--- src/nrsp_pkg.sv ---
// Package for the RMC sentence parser: field codes, limits, accumulator types
// and the fixed-point constants used when a position is committed.
// Depends on nothing; the parser modules and the testbench import it.
`default_nettype none
package nrsp_pkg;

	localparam int MAX_SENTENCE_BYTES   = 128;
	localparam int MAX_FIELDS           = 15;
	localparam int POSITION_FRAC_DIGITS = 5;
	localparam int MIN_FIELDS           = 12;

	localparam int BP_W    = $clog2(MAX_SENTENCE_BYTES);
	localparam int FIELD_W = $clog2(MAX_FIELDS + 1);
	localparam int MINS_W  = 27;
	localparam int Q_W     = 21;
	localparam int RECIP_K = 33;

	localparam logic [7:0] CH_COMMA = 8'h2C;
	localparam logic [7:0] CH_DOT   = 8'h2E;
	localparam logic [7:0] CH_ZERO  = 8'h30;
	localparam logic [7:0] CH_NINE  = 8'h39;
	localparam logic [7:0] CH_A     = 8'h41;
	localparam logic [7:0] CH_S     = 8'h53;
	localparam logic [7:0] CH_W     = 8'h57;

	localparam logic [7:0] HEADER [6] = '{8'h24, 8'h47, 8'h50, 8'h52, 8'h4D, 8'h43};

	localparam logic [FIELD_W-1:0] F_HEADER = FIELD_W'(0);
	localparam logic [FIELD_W-1:0] F_TIME   = FIELD_W'(1);
	localparam logic [FIELD_W-1:0] F_STATUS = FIELD_W'(2);
	localparam logic [FIELD_W-1:0] F_LAT    = FIELD_W'(3);
	localparam logic [FIELD_W-1:0] F_NS     = FIELD_W'(4);
	localparam logic [FIELD_W-1:0] F_LON    = FIELD_W'(5);
	localparam logic [FIELD_W-1:0] F_EW     = FIELD_W'(6);
	localparam logic [FIELD_W-1:0] F_SPEED  = FIELD_W'(7);
	localparam logic [FIELD_W-1:0] F_COURSE = FIELD_W'(8);
	localparam logic [FIELD_W-1:0] F_DATE   = FIELD_W'(9);

	localparam int SPEED_LIMIT  = 1048575;
	localparam int COURSE_LIMIT = 65535;
	localparam int POS_LIMIT    = 180000000;
	localparam int MAX_DEG      = 180;

	function automatic longint pow10c(input int n);
		longint r;
		r = 1;
		for (int i = 0; i < n; i++) begin
			r = r * 10;
		end
		return r;
	endfunction

	localparam longint POS_SCALE = pow10c(POSITION_FRAC_DIGITS);
	localparam longint POS_DIV   = 60 * POS_SCALE;
	localparam longint POS_RECIP = ((longint'(1) << RECIP_K) * 1000000 + POS_DIV - 1) / POS_DIV;
	localparam int     RECIP_W   = $clog2(POS_RECIP + 1);
	localparam int     PROD_W    = MINS_W + RECIP_W;

	typedef struct packed {
		logic [7:0]        deg;
		logic              big;
		logic [3:0]        mh;
		logic [3:0]        ml;
		logic [MINS_W-1:0] pad;
		logic [2:0]        fdig;
		logic              dot;
		logic              stop;
	} pos_acc_t;

	typedef struct packed {
		logic [13:0] ip;
		logic        big;
		logic [6:0]  pad;
		logic [1:0]  fdig;
		logic        dot;
		logic        stop;
	} num_acc_t;

	typedef struct packed {
		logic        accepted;
		logic        time_ok;
		logic        date_ok;
		logic        fix;
		logic        lat_ok;
		logic        lon_ok;
		logic        spd_ok;
		logic        crs_ok;
		logic [6:0]  hours;
		logic [6:0]  minutes;
		logic [6:0]  seconds;
		logic [6:0]  day;
		logic [6:0]  month;
		logic [11:0] year;
		logic [7:0]        lat_deg;
		logic              lat_big;
		logic              lat_neg;
		logic [MINS_W-1:0] lat_mins;
		logic [7:0]        lon_deg;
		logic              lon_big;
		logic              lon_neg;
		logic [MINS_W-1:0] lon_mins;
		logic [19:0] speed;
		logic [15:0] course;
	} snap_t;

endpackage
`default_nettype wire

--- src/nrsp_if.sv ---
// Valid/ready channel interfaces of the RMC sentence parser: one for sentence
// bytes and one for parsed records. Depends on nothing.
`default_nettype none
interface nrsp_byte_if;
	logic       valid;
	logic       ready;
	logic [7:0] char_byte;
	logic       end_of_sentence;
	modport source (output valid, output char_byte, output end_of_sentence, input ready);
	modport sink (input valid, input char_byte, input end_of_sentence, output ready);
endinterface

interface nrsp_fix_if;
	logic               valid;
	logic               ready;
	logic               accepted;
	logic               gps_fix;
	logic [6:0]         hours;
	logic [6:0]         minutes;
	logic [6:0]         seconds;
	logic [6:0]         day;
	logic [6:0]         month;
	logic [11:0]        year;
	logic signed [28:0] latitude;
	logic signed [28:0] longitude;
	logic [19:0]        speed;
	logic [15:0]        course;
	modport source (output valid, output accepted, output gps_fix, output hours,
		output minutes, output seconds, output day, output month, output year,
		output latitude, output longitude, output speed, output course, input ready);
	modport sink (input valid, input accepted, input gps_fix, input hours,
		input minutes, input seconds, input day, input month, input year,
		input latitude, input longitude, input speed, input course, output ready);
endinterface
`default_nettype wire

--- src/nrsp_front.sv ---
// Byte stage of the RMC sentence parser: input register, field splitter and
// per-field accumulators, and the sentence snapshot taken on the last byte.
// Depends on nrsp_pkg and nrsp_if.
`default_nettype none
module nrsp_front (
	input  wire logic   clk,
	input  wire logic   arst_n,
	input  wire logic   en,
	nrsp_byte_if.sink   chars,
	output nrsp_pkg::snap_t snap_s2,
	output logic        valid_s2
);
	import nrsp_pkg::*;

	typedef struct packed {
		logic [BP_W-1:0]    bp;
		logic [FIELD_W-1:0] field;
		logic [2:0]         nchr;
		logic               hm;
		logic [5:0][3:0]    tim;
		logic [5:0][3:0]    dat;
		logic               time_ok;
		logic               date_ok;
		logic               fix;
		logic               latn;
		logic               latd;
		logic               lonn;
		logic               lond;
		logic               latneg;
		logic               lonneg;
		logic               spd;
		logic               crs;
		pos_acc_t           lat;
		pos_acc_t           lon;
		num_acc_t           spd_acc;
		num_acc_t           crs_acc;
	} parse_t;

	logic [7:0] char_s1;
	logic       eos_s1;
	logic       valid_s1;
	parse_t     st_q;
	parse_t     nxt;
	parse_t     clr;
	snap_t      snap;

	function automatic logic [MINS_W-1:0] pos_weight(input logic [2:0] f);
		case (f)
			3'd0:    return MINS_W'(pow10c(POSITION_FRAC_DIGITS - 1));
			3'd1:    return MINS_W'(pow10c(POSITION_FRAC_DIGITS - 2));
			3'd2:    return MINS_W'(pow10c(POSITION_FRAC_DIGITS - 3));
			3'd3:    return MINS_W'(pow10c(POSITION_FRAC_DIGITS - 4));
			3'd4:    return MINS_W'(pow10c(POSITION_FRAC_DIGITS - 5));
			default: return MINS_W'(1);
		endcase
	endfunction

	function automatic pos_acc_t pos_char(input pos_acc_t a, input logic [7:0] c);
		pos_acc_t   r;
		logic [3:0] d;
		logic [11:0] nd;
		r  = a;
		d  = 4'(c - CH_ZERO);
		nd = 12'(a.deg) * 12'd10 + 12'(a.mh);
		if (!a.stop) begin
			if (c >= CH_ZERO && c <= CH_NINE) begin
				if (!a.dot) begin
					if (!a.big) begin
						if (nd > 12'(MAX_DEG)) begin
							r.big = 1'b1;
						end else begin
							r.deg = nd[7:0];
						end
					end
					r.mh = a.ml;
					r.ml = d;
				end else if (a.fdig < 3'(POSITION_FRAC_DIGITS)) begin
					r.pad  = a.pad + MINS_W'(d) * pos_weight(a.fdig);
					r.fdig = a.fdig + 3'd1;
				end
			end else if (c == CH_DOT && !a.dot) begin
				r.dot = 1'b1;
			end else begin
				r.stop = 1'b1;
			end
		end
		return r;
	endfunction

	function automatic num_acc_t num_char(input num_acc_t a, input logic [7:0] c,
			input logic [13:0] lim);
		num_acc_t   r;
		logic [3:0] d;
		logic [17:0] nip;
		r   = a;
		d   = 4'(c - CH_ZERO);
		nip = 18'(a.ip) * 18'd10 + 18'(d);
		if (!a.stop) begin
			if (c >= CH_ZERO && c <= CH_NINE) begin
				if (!a.dot) begin
					if (!a.big) begin
						if (nip > 18'(lim)) begin
							r.big = 1'b1;
						end else begin
							r.ip = nip[13:0];
						end
					end
				end else if (a.fdig < 2'd2) begin
					r.pad  = a.pad + 7'(d) * ((a.fdig == 2'd0) ? 7'd10 : 7'd1);
					r.fdig = a.fdig + 2'd1;
				end
			end else if (c == CH_DOT && !a.dot) begin
				r.dot = 1'b1;
			end else begin
				r.stop = 1'b1;
			end
		end
		return r;
	endfunction

	function automatic logic [20:0] hund(input num_acc_t a);
		return 21'(a.ip) * 21'd100 + 21'(a.pad);
	endfunction

	function automatic logic [3:0] digit(input logic [7:0] c);
		return (c >= CH_ZERO && c <= CH_NINE) ? 4'(c - CH_ZERO) : 4'd0;
	endfunction

	function automatic logic [6:0] pair(input logic [3:0] hi, input logic [3:0] lo);
		return 7'(hi) * 7'd10 + 7'(lo);
	endfunction

	assign chars.ready = en;

	always_comb begin
		clr    = '0;
		clr.hm = 1'b1;
	end

	always_comb begin
		logic        neg;
		logic [20:0] hs;
		logic [20:0] hc;
		logic        hm_f;
		nxt = st_q;
		neg = (char_s1 == CH_S) || (char_s1 == CH_W);
		if (!char_s1[7] && st_q.bp < BP_W'(MAX_SENTENCE_BYTES - 1)) begin
			nxt.bp = st_q.bp + 1'b1;
			if (st_q.field < FIELD_W'(MAX_FIELDS)) begin
				if (char_s1 == CH_COMMA) begin
					if (st_q.field == F_HEADER && st_q.nchr < 3'd6) begin
						nxt.hm = 1'b0;
					end
					nxt.field = st_q.field + 1'b1;
					nxt.nchr  = 3'd0;
				end else begin
					case (st_q.field)
						F_HEADER: begin
							if (st_q.nchr < 3'd6 && char_s1 != HEADER[st_q.nchr]) begin
								nxt.hm = 1'b0;
							end
						end
						F_TIME: begin
							if (st_q.nchr < 3'd6) begin
								nxt.tim[st_q.nchr] = digit(char_s1);
							end
							if (st_q.nchr == 3'd5) begin
								nxt.time_ok = 1'b1;
							end
						end
						F_DATE: begin
							if (st_q.nchr < 3'd6) begin
								nxt.dat[st_q.nchr] = digit(char_s1);
							end
							if (st_q.nchr == 3'd5) begin
								nxt.date_ok = 1'b1;
							end
						end
						F_STATUS: begin
							if (st_q.nchr == 3'd0 && char_s1 == CH_A) begin
								nxt.fix = 1'b1;
							end
						end
						F_LAT: begin
							nxt.latn = 1'b1;
							nxt.lat  = pos_char(st_q.lat, char_s1);
						end
						F_LON: begin
							nxt.lonn = 1'b1;
							nxt.lon  = pos_char(st_q.lon, char_s1);
						end
						F_NS: begin
							if (st_q.nchr == 3'd0) begin
								nxt.latd   = 1'b1;
								nxt.latneg = st_q.latneg | neg;
							end
						end
						F_EW: begin
							if (st_q.nchr == 3'd0) begin
								nxt.lond   = 1'b1;
								nxt.lonneg = st_q.lonneg | neg;
							end
						end
						F_SPEED: begin
							nxt.spd     = 1'b1;
							nxt.spd_acc = num_char(st_q.spd_acc, char_s1,
								14'(SPEED_LIMIT / 100));
						end
						F_COURSE: begin
							nxt.crs     = 1'b1;
							nxt.crs_acc = num_char(st_q.crs_acc, char_s1,
								14'(COURSE_LIMIT / 100));
						end
						default: ;
					endcase
					if (st_q.nchr < 3'd6) begin
						nxt.nchr = st_q.nchr + 3'd1;
					end
				end
			end
		end

		hm_f = nxt.hm && !(nxt.field == F_HEADER && nxt.nchr < 3'd6);
		hs   = hund(nxt.spd_acc);
		hc   = hund(nxt.crs_acc);
		snap.accepted = hm_f && (nxt.field >= FIELD_W'(MIN_FIELDS - 1));
		snap.time_ok  = nxt.time_ok;
		snap.date_ok  = nxt.date_ok;
		snap.fix      = nxt.fix;
		snap.lat_ok   = nxt.latn && nxt.latd;
		snap.lon_ok   = nxt.lonn && nxt.lond;
		snap.spd_ok   = nxt.spd;
		snap.crs_ok   = nxt.crs;
		snap.hours    = pair(nxt.tim[0], nxt.tim[1]);
		snap.minutes  = pair(nxt.tim[2], nxt.tim[3]);
		snap.seconds  = pair(nxt.tim[4], nxt.tim[5]);
		snap.day      = pair(nxt.dat[0], nxt.dat[1]);
		snap.month    = pair(nxt.dat[2], nxt.dat[3]);
		snap.year     = 12'd2000 + 12'(pair(nxt.dat[4], nxt.dat[5]));
		snap.lat_deg  = nxt.lat.deg;
		snap.lat_big  = nxt.lat.big;
		snap.lat_neg  = nxt.latneg;
		snap.lat_mins = MINS_W'(pair(nxt.lat.mh, nxt.lat.ml)) * MINS_W'(POS_SCALE)
			+ nxt.lat.pad;
		snap.lon_deg  = nxt.lon.deg;
		snap.lon_big  = nxt.lon.big;
		snap.lon_neg  = nxt.lonneg;
		snap.lon_mins = MINS_W'(pair(nxt.lon.mh, nxt.lon.ml)) * MINS_W'(POS_SCALE)
			+ nxt.lon.pad;
		snap.speed    = (nxt.spd_acc.big || hs > 21'(SPEED_LIMIT)) ?
			20'(SPEED_LIMIT) : hs[19:0];
		snap.course   = (nxt.crs_acc.big || hc > 21'(COURSE_LIMIT)) ?
			16'(COURSE_LIMIT) : hc[15:0];
	end

	always_ff @(posedge clk or negedge arst_n) begin
		if (!arst_n) begin
			valid_s1 <= 1'b0;
			valid_s2 <= 1'b0;
			st_q     <= clr;
		end else if (en) begin
			valid_s1 <= chars.valid;
			valid_s2 <= valid_s1 && eos_s1;
			if (valid_s1) begin
				st_q <= eos_s1 ? clr : nxt;
			end
		end
	end

	always_ff @(posedge clk) begin
		if (en) begin
			char_s1 <= chars.char_byte;
			eos_s1  <= chars.end_of_sentence;
			snap_s2 <= snap;
		end
	end

endmodule
`default_nettype wire

--- src/nrsp_commit.sv ---
// Commit stage of the RMC sentence parser: minutes-to-microdegree scaling,
// the held record and the output register. Depends on nrsp_pkg and nrsp_if.
`default_nettype none
module nrsp_commit (
	input  wire logic   clk,
	input  wire logic   arst_n,
	input  wire nrsp_pkg::snap_t snap_s2,
	input  wire logic   valid_s2,
	output logic        en,
	nrsp_fix_if.source  fixes
);
	import nrsp_pkg::*;

	snap_t             snap_s3;
	logic              valid_s3;
	logic [PROD_W-1:0] lat_prod_s3;
	logic [PROD_W-1:0] lon_prod_s3;
	logic              out_valid_q;
	logic              acc_q;
	logic              fix_q;
	logic [6:0]        hours_q;
	logic [6:0]        minutes_q;
	logic [6:0]        seconds_q;
	logic [6:0]        day_q;
	logic [6:0]        month_q;
	logic [11:0]       year_q;
	logic signed [28:0] lat_q;
	logic signed [28:0] lon_q;
	logic [19:0]       speed_q;
	logic [15:0]       course_q;

	function automatic logic signed [28:0] pos_final(input logic [7:0] deg,
			input logic big, input logic neg, input logic [PROD_W-1:0] prod);
		logic [28:0] micro;
		micro = 29'(deg) * 29'd1000000 + 29'(prod[RECIP_K +: Q_W]);
		if (big || micro > 29'(POS_LIMIT)) begin
			micro = 29'(POS_LIMIT);
		end
		return neg ? -$signed(micro) : $signed(micro);
	endfunction

	assign en = !out_valid_q || fixes.ready;

	always_ff @(posedge clk or negedge arst_n) begin
		if (!arst_n) begin
			valid_s3    <= 1'b0;
			out_valid_q <= 1'b0;
			acc_q       <= 1'b0;
			fix_q       <= 1'b0;
			hours_q     <= '0;
			minutes_q   <= '0;
			seconds_q   <= '0;
			day_q       <= '0;
			month_q     <= '0;
			year_q      <= 12'd2000;
			lat_q       <= '0;
			lon_q       <= '0;
			speed_q     <= '0;
			course_q    <= '0;
		end else if (en) begin
			valid_s3    <= valid_s2;
			out_valid_q <= valid_s3;
			if (valid_s3) begin
				acc_q <= snap_s3.accepted;
				if (snap_s3.accepted) begin
					fix_q <= snap_s3.fix;
					if (snap_s3.time_ok) begin
						hours_q   <= snap_s3.hours;
						minutes_q <= snap_s3.minutes;
						seconds_q <= snap_s3.seconds;
					end
					if (snap_s3.date_ok) begin
						day_q   <= snap_s3.day;
						month_q <= snap_s3.month;
						year_q  <= snap_s3.year;
					end
					if (snap_s3.lat_ok) begin
						lat_q <= pos_final(snap_s3.lat_deg, snap_s3.lat_big,
							snap_s3.lat_neg, lat_prod_s3);
					end
					if (snap_s3.lon_ok) begin
						lon_q <= pos_final(snap_s3.lon_deg, snap_s3.lon_big,
							snap_s3.lon_neg, lon_prod_s3);
					end
					if (snap_s3.spd_ok) begin
						speed_q <= snap_s3.speed;
					end
					if (snap_s3.crs_ok) begin
						course_q <= snap_s3.course;
					end
				end
			end
		end
	end

	always_ff @(posedge clk) begin
		if (en) begin
			snap_s3     <= snap_s2;
			lat_prod_s3 <= PROD_W'(snap_s2.lat_mins) * PROD_W'(POS_RECIP);
			lon_prod_s3 <= PROD_W'(snap_s2.lon_mins) * PROD_W'(POS_RECIP);
		end
	end

	assign fixes.valid     = out_valid_q;
	assign fixes.accepted  = acc_q;
	assign fixes.gps_fix   = fix_q;
	assign fixes.hours     = hours_q;
	assign fixes.minutes   = minutes_q;
	assign fixes.seconds   = seconds_q;
	assign fixes.day       = day_q;
	assign fixes.month     = month_q;
	assign fixes.year      = year_q;
	assign fixes.latitude  = lat_q;
	assign fixes.longitude = lon_q;
	assign fixes.speed     = speed_q;
	assign fixes.course    = course_q;

endmodule
`default_nettype wire

--- src/nmea_rmc_sentence_parser.sv ---
// Top level of the RMC sentence parser: byte stage and commit stage.
// Depends on nrsp_pkg, nrsp_if, nrsp_front and nrsp_commit.
//
// Bytes of a sentence arrive on the chars channel, one per beat, with
// end_of_sentence set on the last byte. Each last byte yields one beat on the
// fixes channel with the held record; accepted tells whether this sentence
// passed the header and field count check and was committed.
// The block takes one byte per cycle while a waiting record does not hold it. A
// record passes, after the input register takes its last byte, through byte parse,
// position scaling multiply and record update into the output register.
// Reset clears the parse state and the record, with year set to 2000; the
// block takes bytes from the first cycle after reset.
// While a record waits on a low fixes.ready, the whole pipeline holds and
// chars.ready is low; it resumes in the cycle the record is taken.
`default_nettype none
module nmea_rmc_sentence_parser (
	input  wire logic  clk,
	input  wire logic  arst_n,
	nrsp_byte_if.sink  chars,
	nrsp_fix_if.source fixes
);
	import nrsp_pkg::*;

	snap_t snap_s2;
	logic  valid_s2;
	logic  en;

	nrsp_front u_front (
		.clk      (clk),
		.arst_n   (arst_n),
		.en       (en),
		.chars    (chars),
		.snap_s2  (snap_s2),
		.valid_s2 (valid_s2)
	);

	nrsp_commit u_commit (
		.clk      (clk),
		.arst_n   (arst_n),
		.snap_s2  (snap_s2),
		.valid_s2 (valid_s2),
		.en       (en),
		.fixes    (fixes)
	);

endmodule
`default_nettype wire

--- src/flat_wrapper.sv ---
// flat-port wrapper written by rule: the top's interface ports become plain ports
module nmea_rmc_sentence_parser_flat import nrsp_pkg::*;
  (clk, arst_n, chars_valid, chars_char_byte, chars_end_of_sentence, chars_ready, fixes_valid, fixes_accepted, fixes_gps_fix, fixes_hours, fixes_minutes, fixes_seconds, fixes_day, fixes_month, fixes_year, fixes_latitude, fixes_longitude, fixes_speed, fixes_course, fixes_ready);
  nrsp_byte_if chars_i ();
  nrsp_fix_if fixes_i ();
  input  wire logic clk;
  input  wire logic arst_n;
  input wire logic [$bits(chars_i.valid)-1:0] chars_valid;
  input wire logic [$bits(chars_i.char_byte)-1:0] chars_char_byte;
  input wire logic [$bits(chars_i.end_of_sentence)-1:0] chars_end_of_sentence;
  output wire logic [$bits(chars_i.ready)-1:0] chars_ready;
  output wire logic [$bits(fixes_i.valid)-1:0] fixes_valid;
  output wire logic [$bits(fixes_i.accepted)-1:0] fixes_accepted;
  output wire logic [$bits(fixes_i.gps_fix)-1:0] fixes_gps_fix;
  output wire logic [$bits(fixes_i.hours)-1:0] fixes_hours;
  output wire logic [$bits(fixes_i.minutes)-1:0] fixes_minutes;
  output wire logic [$bits(fixes_i.seconds)-1:0] fixes_seconds;
  output wire logic [$bits(fixes_i.day)-1:0] fixes_day;
  output wire logic [$bits(fixes_i.month)-1:0] fixes_month;
  output wire logic [$bits(fixes_i.year)-1:0] fixes_year;
  output wire logic [$bits(fixes_i.latitude)-1:0] fixes_latitude;
  output wire logic [$bits(fixes_i.longitude)-1:0] fixes_longitude;
  output wire logic [$bits(fixes_i.speed)-1:0] fixes_speed;
  output wire logic [$bits(fixes_i.course)-1:0] fixes_course;
  input wire logic [$bits(fixes_i.ready)-1:0] fixes_ready;
  assign chars_i.valid = chars_valid;
  assign chars_i.char_byte = chars_char_byte;
  assign chars_i.end_of_sentence = chars_end_of_sentence;
  assign chars_ready = chars_i.ready;
  assign fixes_valid = fixes_i.valid;
  assign fixes_accepted = fixes_i.accepted;
  assign fixes_gps_fix = fixes_i.gps_fix;
  assign fixes_hours = fixes_i.hours;
  assign fixes_minutes = fixes_i.minutes;
  assign fixes_seconds = fixes_i.seconds;
  assign fixes_day = fixes_i.day;
  assign fixes_month = fixes_i.month;
  assign fixes_year = fixes_i.year;
  assign fixes_latitude = fixes_i.latitude;
  assign fixes_longitude = fixes_i.longitude;
  assign fixes_speed = fixes_i.speed;
  assign fixes_course = fixes_i.course;
  assign fixes_i.ready = fixes_ready;
  nmea_rmc_sentence_parser u_core (.clk(clk), .arst_n(arst_n), .chars(chars_i), .fixes(fixes_i));
endmodule
--- config.mk ---
export PLATFORM = sky130hd
export DESIGN_NAME = nmea_rmc_sentence_parser_flat
export DESIGN_NICKNAME = d
export VERILOG_FILES = /design/src/nrsp_pkg.sv /design/src/nrsp_if.sv /design/src/nrsp_front.sv /design/src/nrsp_commit.sv /design/src/nmea_rmc_sentence_parser.sv /design/src/flat_wrapper.sv
export SDC_FILE = /design/constraint.sdc
export NUM_CORES = 2
export LEC_CHECK = 0
export BUFFER_PORTS_ARGS = -buffer_cell sky130_fd_sc_hd__buf_4
export CORE_AREA = 2 2 292 366
export CTS_BUF_LIST = sky130_fd_sc_hd__clkbuf_16
export DETAILED_ROUTE_END_ITERATION = 10
export DIE_AREA = 0 0 294 368
export PLACE_DENSITY_LB_ADDON = 0.3
export SYNTH_ARGS = -nofsm -noshare
export SYNTH_HDL_FRONTEND = slang
export SYNTH_SLANG_ARGS = --single-unit
--- constraint.sdc ---
create_clock -name clk -period 18.3 [get_ports clk]
set_clock_uncertainty 0.05 [all_clocks]
set_input_delay 2.745 -clock clk [delete_from_list [all_inputs] [get_ports clk]]
set_output_delay 2.745 -clock clk [all_outputs]
set_load 0.01 [all_outputs]
==> impl_metrics.json <==
{
  "outcome": "completed",
  "post_cts_buffers": 0,
  "hold_depth": 0,
  "insertion_delay_ps": 670,
  "worstPathRequired_ps": 18660,
  "tightest_slew_ps": 1140,
  "slowest_delay_ps": 850,
  "grt_pass1_vias": 50300,
  "pre_cts_ws_ps": 8220,
  "nets": 8292,
  "ctsHoldBuffers": 0,
  "fin_ws_ps": 8080,
  "area_growth_pct": 7.67,
  "critPathSlowestCell": "and3_1",
  "syn_area_um2": 67600,
  "root_buffer": "clkbuf_16",
  "fp.coreArea_um2": 105000,
  "grt_pass1_wl_um": 249000,
  "cp_common_cell": "ha_1",
  "antenna_found_initial": 0,
  "ant_nets": 0,
  "grt_max_degree": 157,
  "path_class": "reg -> reg",
  "whs_ps": 338,
  "viasPerCell": 5.91,
  "syn_avg_cell_area_um2": 10.2,
  "path_clk_slew_ps": 60,
  "critPathLaunchType": "register",
  "yosysWarnings": 0,
  "cts_tree": "yes",
  "cts_buffers": 74,
  "synth_edf_count": 323,
  "dominantRegCellSynth": "dfrtp_1",
  "worst_setup_path_end_kind": "register",
  "start_util_pct": 64.5,
  "setup_violations": 0,
  "clk_path_buf_depth": 3,
  "reg2reg_depth": 32,
  "min_path_type": "reg -> reg",
  "synthCells": 6599,
  "wirelength_um": 149000,
  "antennaDiodeCount": 0,
  "rsz0062_at_grt": "false",
  "gp_congestion": 0.942,
  "detail_route.wl_per_cell_um": 18.3,
  "synth_top_area_share_pct": 18.3,
  "synth.largest_area_cell": "ha_1",
  "drc": 0,
  "slew_headroom_pct": 24.1,
  "drive_above_1_share_pct": 7.83,
  "row_count": 133,
  "track_usage_pct": 28.3,
  "final_max_slew_viol_count": 0,
  "ctsResizeCount": 0,
  "synth_seq_cells": 692,
  "htree_levels": 3,
  "finalHoldViolCount": 0,
  "die_h_um": 368,
  "ys_async_sr_fraction_pct": 53.3,
  "dr_total_vias": 48100,
  "dpl.hpwl_um": 115000,
  "tns_ps": 0,
  "die_area_um2": 108000,
  "synthTopCellsByArea": "ha_1 (18%), fa_1 (17%), edfxtp_1 (14%), dfrtp_1 (13%), inv_1 (5.7%)",
  "mostFrequentLayoutCells": "inv_1 (1,039), ha_1 (988), fa_1 (570)",
  "synth_cell_types": 111,
  "arrival_ps": 10590,
  "cp_max_fo": 21,
  "pin_count": 158,
  "cts_sinks": 692,
  "yosysSeqAreaShare_pct": 28.0,
  "fin_util_pct": 69.5,
  "fmax_ghz": 0.0978,
  "port_buffers": 157,
  "die_width_um": 294,
  "final_common_cell": "inv_1",
  "max_cap_violations": 0,
  "initialDrtViolationCount": 2823,
  "first_pass_iters": 5,
  "gr-total-overflow": 0,
  "fin_crit_ps": 10220,
  "fin_crit_sh_pct": 55.9
}
==> final timing paths <==
kind | from | endpoint | slack (ps)
worst max-delay path | u_core.u_front.st_q[39] | u_core.u_front.snap_s2[27] | 8080
worst min-delay path | u_core.u_front.snap_s2[67] | u_core.u_commit.snap_s3[67] | 340
worst max register to register | u_core.u_front.st_q[39] | u_core.u_front.snap_s2[27] | 8080
worst min register to register | u_core.u_front.snap_s2[67] | u_core.u_commit.snap_s3[67] | 340
max in group asynchronous | arst_n | u_core.u_front.st_q[24] | 13780
min in group asynchronous | arst_n | u_core.u_commit.fixes.latitude[25] | 1970
==> sequential cells by signal, summed over array words and instances, names as in the netlist, 16 cells and up <==
name,count
u_core.u_commit.fixes.speed,20
u_core.u_commit.lat_prod_s3,21
u_core.u_commit.snap_s3,109
u_core.u_commit.lon_prod_s3,21
u_core.u_front.st_q,224
u_core.u_commit.fixes.latitude,29
u_core.u_commit.fixes.course,16
u_core.u_front.snap_s2,163
u_core.u_commit.fixes.longitude,29
==> cell usage after synthesis, types with 11 or more instances <==
master     count
a211oi_1      38
xnor2_1      246
o31ai_1       37
mux2_2       141
xor2_1       129
o21a_1        53
nor4_1        13
a22o_1       105
and4_1        12
mux2i_1       37
or2_2         28
o2111ai_1     11
buf_2         13
nand2b_1      54
inv_1       1033
clkbuf_1     123
mux2_1        14
nand2_1      449
edfxtp_1     323
nand4_1       50
nor2b_1       64
nand3_1       78
and3_1        46
nor2_1       293
nor3b_1       15
a31o_2        11
o21bai_1      36
fa_1         570
o211ai_1      30
ha_1         988
o21ai_1       34
and2_1        56
a21oi_1      292
a2111oi_0     12
o22ai_1       18
a31oi_1       35
o21ai_0      280
nor3_1        74
or3_1         25
a21o_1       136
dfrtp_1      364
==> cells by family (layout without fill, tap and decap cells) <==
family,Yosys count,count (layout),share of synthesized area (%)
adders and majority gates,1560,1560,35.2
and+or+nand+nor,1315,1315,9.44
AOI/OAI and AO/OA,1280,1280,12.6
buffers and inverters,1182,1363,6.64
DFF,692,692,28.0
xor gates and xnor gates,377,377,4.92
muxes,192,192,3.13
other,1,4,0.00555
==> metrics by stage <==
stage | cells | area, um^2
6_report | 8133 | 72700
4_1_cts | 8133 | 72700
3_3_place_gp | 7995 | 70200
3_5_place_dp | 7995 | 70200
2_1_floorplan | 6602 | 67600
5_1_grt | 8133 | 72700
==> critical path: cells and delay by family (launching register included) <==
kind,cells,cell delay [ps]
and+or+nand+nor,8,2610
buffers and inverters,1,240
DFF,1,470
adders and majority gates,7,2370
muxes,1,460
xor gates and xnor gates,3,630
AOI/OAI and AO/OA,12,3120
==> layer usage <==
metal  global-route usage (%)  up-vias  routed length, um
met5                        0        -                  0
met4                     10.4        0               5200
met3                     2.94      314               6380
met2                     51.2     1116              76800
met1                     34.7    23700              60300
li1                         -    22900                  -
==> final cells by class <==
cell class              instances  area (um^2)
flip-flops and latches        692        18900
multi-input cells            4728        44200
inverters                    1034         3880
clock buffers                  75         1880
clock inverters                63          699
repair buffers                191         1450
fillers                      7538        31900
well taps                    1350         1690
Power is not shown: default switching activity piles up to over one toggle a cycle in this logic, so the estimate is an artifact.
